$ cat src/hdl/spatial_sir_euler_step_unit_macros.svh
// Assertion macros for the spatial SIR Euler step unit.
`ifndef SPATIAL_SIR_EULER_STEP_UNIT_MACROS_SVH
`define SPATIAL_SIR_EULER_STEP_UNIT_MACROS_SVH
`ifndef SYNTH
`define SSES_ASSERT_IMPL(label, clk, rst, prop) \
   label: assert property (@(posedge clk) disable iff (rst) (prop)) \
      else $error("assertion failed");
`define SSES_ASSERT_NEVER(label, clk, rst, cond) \
   label: assert property (@(posedge clk) disable iff (rst) !(cond)) \
      else $error("forbidden condition");
`else
`define SSES_ASSERT_IMPL(label, clk, rst, prop)
`define SSES_ASSERT_NEVER(label, clk, rst, cond)
`endif
`endif

$ cat src/hdl/sses_pkg.sv
// ----------------------------------------------------------------------------
// sses_pkg
// Types, constants and arithmetic helpers of the spatial SIR Euler step unit.
// ----------------------------------------------------------------------------
`timescale 1ns / 1ps
package sses_pkg;
   localparam int GRID_DIM_DEFAULT = 64;
   localparam int CELL_W = 12;
   localparam int NUM_REGS = 6;
   localparam int CSR_ADDR_W = 3;
   localparam int CSR_DATA_W = 31;

   localparam logic [2:0] REG_BETA_MEAN = 3'd0;
   localparam logic [2:0] REG_COUPLING  = 3'd1;
   localparam logic [2:0] REG_RECOVERY  = 3'd2;
   localparam logic [2:0] REG_COOLING   = 3'd3;
   localparam logic [2:0] REG_SHOCK     = 3'd4;
   localparam logic [2:0] REG_STEP      = 3'd5;

   localparam logic [30:0] RST_BETA_MEAN = 31'd1288490;
   localparam logic [30:0] RST_COUPLING  = 31'd10737418;
   localparam logic [30:0] RST_RECOVERY  = 31'd214748365;
   localparam logic [30:0] RST_COOLING   = 31'd536870912;
   localparam logic [30:0] RST_SHOCK     = 31'd1073742;
   localparam logic [30:0] RST_STEP      = 31'd107374182;

   localparam logic CMD_LOAD   = 1'b0;
   localparam logic CMD_UPDATE = 1'b1;

   typedef struct packed {
      logic        command;
      logic [11:0] cell_index;
      logic        sweep_start;
      logic signed [15:0] noise_sample;
      logic [30:0] load_susceptible;
      logic [30:0] load_infected;
      logic [30:0] load_recovered;
   } req_type;

   typedef struct packed {
      logic [11:0] out_cell;
      logic signed [31:0] susceptible_out;
      logic signed [31:0] infected_out;
      logic signed [31:0] recovered_out;
      logic signed [31:0] rate_out;
      logic [3:0]  neighbour_total;
   } rsp_type;

   typedef struct packed {
      logic [30:0] beta_mean;
      logic [30:0] coupling;
      logic [30:0] recovery;
      logic [30:0] cooling;
      logic [30:0] shock;
      logic [30:0] step;
   } cfg_type;

   typedef enum logic [3:0] {
      ST_IDLE, ST_RD_SELF, ST_RD_NB, ST_DRAIN, ST_MATH, ST_WRITE, ST_OUT
   } state_type;

   // Saturate a 66 bit signed value to 32 bits.
   function automatic logic signed [31:0] sat32(input logic signed [65:0] v);
      logic signed [31:0] r;
      if (v > 66'sd2147483647) r = 32'sh7fffffff;
      else if (v < -66'sd2147483648) r = 32'sh80000000;
      else r = v[31:0];
      return r;
   endfunction

   // Round to nearest (ties up) and saturate a 64 bit product shifted by s + 1.
   function automatic logic signed [31:0] rnd_sat(input logic signed [63:0] p,
                                                   input int s);
      logic signed [65:0] w;
      w = ($signed({{2{p[63]}}, p}) + (66'sd1 <<< s)) >>> (s + 1);
      return sat32(w);
   endfunction
endpackage

$ cat src/hdl/sses_cfg_regs.sv
// ----------------------------------------------------------------------------
// sses_cfg_regs
// Configuration register file of the spatial SIR Euler step unit.
// ----------------------------------------------------------------------------
`timescale 1ns / 1ps
module sses_cfg_regs import sses_pkg::*; (
   input  logic                  clock,
   input  logic                  reset,
   input  logic                  csr_write,
   input  logic [CSR_ADDR_W-1:0] csr_index,
   input  logic [CSR_DATA_W-1:0] csr_data,
   output cfg_type               cfg
);
   cfg_type cfg_ff;

   // Registers written by index; unknown indexes are dropped.
   always_ff @(posedge clock) begin
      if (reset) begin
         cfg_ff <= '{RST_BETA_MEAN, RST_COUPLING, RST_RECOVERY, RST_COOLING,
                     RST_SHOCK, RST_STEP};
      end else if (csr_write) begin
         case (csr_index)
            REG_BETA_MEAN: cfg_ff.beta_mean <= csr_data;
            REG_COUPLING:  cfg_ff.coupling  <= csr_data;
            REG_RECOVERY:  cfg_ff.recovery  <= csr_data;
            REG_COOLING:   cfg_ff.cooling   <= csr_data;
            REG_SHOCK:     cfg_ff.shock     <= csr_data;
            REG_STEP:      cfg_ff.step      <= csr_data;
            default: ;
         endcase
      end
   end
   assign cfg = cfg_ff;
endmodule

$ cat config.mk
export PLATFORM = sky130hd
export DESIGN_NAME = sses_cfg_regs
export DESIGN_NICKNAME = d
export VERILOG_FILES = /design/src/hdl/spatial_sir_euler_step_unit_macros.svh /design/src/hdl/sses_pkg.sv /design/src/hdl/sses_cfg_regs.sv
export SDC_FILE = /design/constraint.sdc
export NUM_CORES = 1
export LEC_CHECK = 0
export BUFFER_PORTS_ARGS = -buffer_cell sky130_fd_sc_hd__buf_2
export CAP_MARGIN = 10
export CELL_PAD_IN_SITES_DETAIL_PLACEMENT = 1
export CELL_PAD_IN_SITES_GLOBAL_PLACEMENT = 1
export CORE_ASPECT_RATIO = 1.4
export CORE_MARGIN = 1.5
export CORE_UTILIZATION = 39
export CTS_CLUSTER_DIAMETER = 120
export DETAILED_ROUTE_END_ITERATION = 7
export PLACE_DENSITY = 0.8
export SYNTH_ARGS = -nofsm -noshare
export SYNTH_HDL_FRONTEND = slang
export SYNTH_SLANG_ARGS = --single-unit
$ cat constraint.sdc
create_clock -name clock -period 1.38 [get_ports clock]
set_input_delay 0 -clock clock [delete_from_list [all_inputs] [get_ports clock]]
set_output_delay 0 -clock clock [all_outputs]
set_load 0.02 [all_outputs]
Yosys cells after proc, flatten, opt, wreduce, memory -nomap -nowiden:

Cells that the tools add are included.

* register bits after elaboration: 186
* bits of input ports: 37
* output and inout bits: 186

* equal/unequal tests: 5
* reduce and logical (&&, ||, !) cells: 7

Operator list (count)
* AND reduction 2 bit: 6
* equality test 3 x 2 -> 1 bit, second input constant: 2
* equality test 3 bit, second input constant: 2
* equality test 3 x 1 -> 1 bit, second input constant: 1
* logical NOT 3 bit: 1

Logic depth before layout (Yosys ltp):

* depth in word-level cells: 2
* mapped depth: 6

Least setup slack after synthesis:

No wires, ideal clock.

* path kind: input to register
* start point: input csr_index[2]
* end point: register cfg_ff (netlist bit cfg[179])
* data arrival time: 991 ps
* required time: 1256 ps
* path slack: 265 ps
* stages on the path: 5
* cell sequence: buf_2 > or4b_4 > buf_6 > buf_12 > mux2i_1

* cells in the longest elaborated chain, start to end: 2

RTL lines
* from (decl): RTL line sses_cfg_regs.sv:10 `input logic [CSR_ADDR_W-1:0] csr_index,`
* logical NOT 3 bit: RTL line sses_cfg_regs.sv:22 `case (csr_index)`
* AND reduction 2 bit (no line)
* to (signal assigned): RTL line sses_cfg_regs.sv:19 `cfg_ff <= '{RST_BETA_MEAN, RST_COUPLING, RST_RECOVERY, RST_COOLING,`
* to (decl): RTL line sses_cfg_regs.sv:14 `cfg_type cfg_ff;`

Every way passes these cells.
A chain may end at the register's enable or synchronous reset.

Worst setup path in the final report:

* start point: register cfg_ff (netlist bit cfg[142])
* end point: output cfg[142] in the netlist's numbering

RTL lines
* to (decl): RTL line sses_cfg_regs.sv:12 `output cfg_type cfg`

No word-level cell between the ends.

==> reports/qor.yml <==
grt_pass1_vias: 5682
grt_first_pass_wirelength_um: 32100
status: "finished clean"
seq_area_frac_synth: 0.512
rsz0062_at_grt: "no"
num_antenna_cells: 0
max_freq_mhz: 1020
grt_max_degree: 54
clk_pin_slew_ns: 0.06
post_cts_resized: 0
slew_headroom: 0.769
synth_fp_nets: 715
htree_levels: 4
routed_wl_um: 20900
die_x_um: 118
clock_sinks: 186
worst-r2r-setup-slack_ns: 0.68
insertion_delay_ns: 0.41
row_count: 58
max_stage_delay_ns: 0.38
timing.final.crit_share: 0.709
numCtsBuffers: 17
stdcell_area_mm2: 0.00966
synth_cells: 678
place_area_mm2: 0.00879
wire_per_inst_um: 17.8
hp-class: "in -> reg"
via_count: 5604
core_mm2: 0.0181
clock_path_buffers: 2
path_class: "reg -> out"
p_leak_nw: 4.81
max-cap-violations: 0
register_area_mm2: 0.00372
hold_depth: 3
gp_routability_congestion: 0.760
yosys_register_bits: 186
syn-cell-area_mm2: 0.00727
worstMarginPinSlew_ns: 0.346
drive_above_1_share: 0.304
setup_viol: 0
synth_top_area_share: 0.512
path_max_fanout: 2
ir_worst_vdd_mv: 0.686
largest_reg_flops: 186
fp.dieH_um: 165
slowest_stage: "dfxtp_1"
tns_ns: 0
critPathCaptureType: "primary output"
multiInputGateArea_mm2: 0.00333
tritoncts: "yes"
path_cells: "buf_2"
vias_per_cell: 4.77
pin_count: 223
antenna_found_initial: 0
yosysUniqueCellTypes: 15
reg2regPathDepth: 2
hold_start: "csr_data[28]"
port_buffers: 222
syn2layout_area_growth_pct: 32.8
required_ns: 1.38
cts_root_buf: "clkbuf_16"
synth.largest_area_cell: "dfxtp_1"
critPathBufInv: 1
crit_family: "flip-flops"
first_pass_iters: 4
clock_skew_ns: 0
cp.arrival_ns: 0.98
r2r-end: "cfg[7]"
regToRegStartpoint: "cfg[7]"
yosys_warnings: 0
timing.hold.ws_ns: 0.00634
nFillCells: 2079
initial_core_util: 0.401
drt-initial-drc-count: 253
grt_usage: 0.213
hold_viol: 0
nets: 960
grt-ovfl-total: 0
period_needed_ns: 0.978
drv_slew: 0
die_area_mm2: 0.0195
syn_area_per_cell_um2: 10.7
ant_nets: 0
hpwl_um: 14700
ys_top_cells_by_area: "dfxtp_1 51%, mux2i_1 26%, nand2b_1 14%"
cellPowerDensity_mw_per_mm2: 1180
final_common_cell: "buf_2"
final_cell_mix: "221 x buf_2, 186 x mux2i_1, 186 x dfxtp_1"
hold_path_end: "cfg[59]"
drcViolationCount: 0
worstSetupStartpointType: "flop"
## worst max path at each step
stage                 start       end  slack (ns)  depth (start not counted)
3_3_place_gp   csr_index[1]  cfg[179]        0.22                          3
3_5_place_dp   csr_index[1]  cfg[182]        0.19                          3
5_1_grt            cfg[142]  cfg[142]        0.36                          1
6_report           cfg[142]  cfg[142]        0.40                          1
4_1_cts              cfg[7]    cfg[7]        0.38                          1
2_1_floorplan  csr_index[2]  cfg[179]        0.27                          5
## cell type report
class,instances,share of cell area
Timing Repair Buffer,278,0.178
Clock buffer,21,0.0477
Tap cell,240,0.0311
Sequential cell,186,0.385
Multi-Input combinational cell,440,0.345
Clock inverter,11,0.0124
## power by group
part	switching, W	internal (W)
Combinational	0.000582	0.000447
Clock	0.00207	0.00276
Sequential	0.0000631	0.00549
## what timing repair did
action,4_1_cts,5_1_grt
buffers inserted,0,0
hold buffers,29,0
hold endpoints to repair,154,0
## cell families after synthesis
logic type	after synthesis	share of synthesized area
buf+inv	52	0.0378
simple gates	254	0.194
flops	186	0.512
mux	186	0.256
## stage by stage
step	util	power, W	cells	worst slack [ns]
after floorplan	-	0.00626	678	0.265
after global placement	0.484	0.00663	1115	0.217
after detailed placement	0.484	0.00664	1115	0.191
after CTS	0.532	0.0115	1176	0.377
after global routing	0.532	0.0119	1176	0.361
final	0.532	0.0114	1176	0.402
## synthesized netlist by cell type (all sizes together)
| library cell | n |
|---|---|
| nor2 | 87 |
| nand4b | 2 |
| nor4bb | 2 |
| buf | 31 |
| nand4bb | 3 |
| nand2b | 157 |
| or4b | 1 |
| dfxtp | 186 |
| mux2i | 186 |
| clkbuf | 21 |
| and4b | 1 |
| nor4b | 1 |
## routing by layer
layer / vias to the layer above / part of all wire / global-route usage
li1: 2716 / - / -
met1: 2707 / 0.41 / 0.236
met2: 154 / 0.53 / 0.406
met3: 27 / 0.041 / 0.0445
met4: 0 / 0.019 / 0.0668
met5: - / 0 / 0
(Power assumes the default switching activity.)
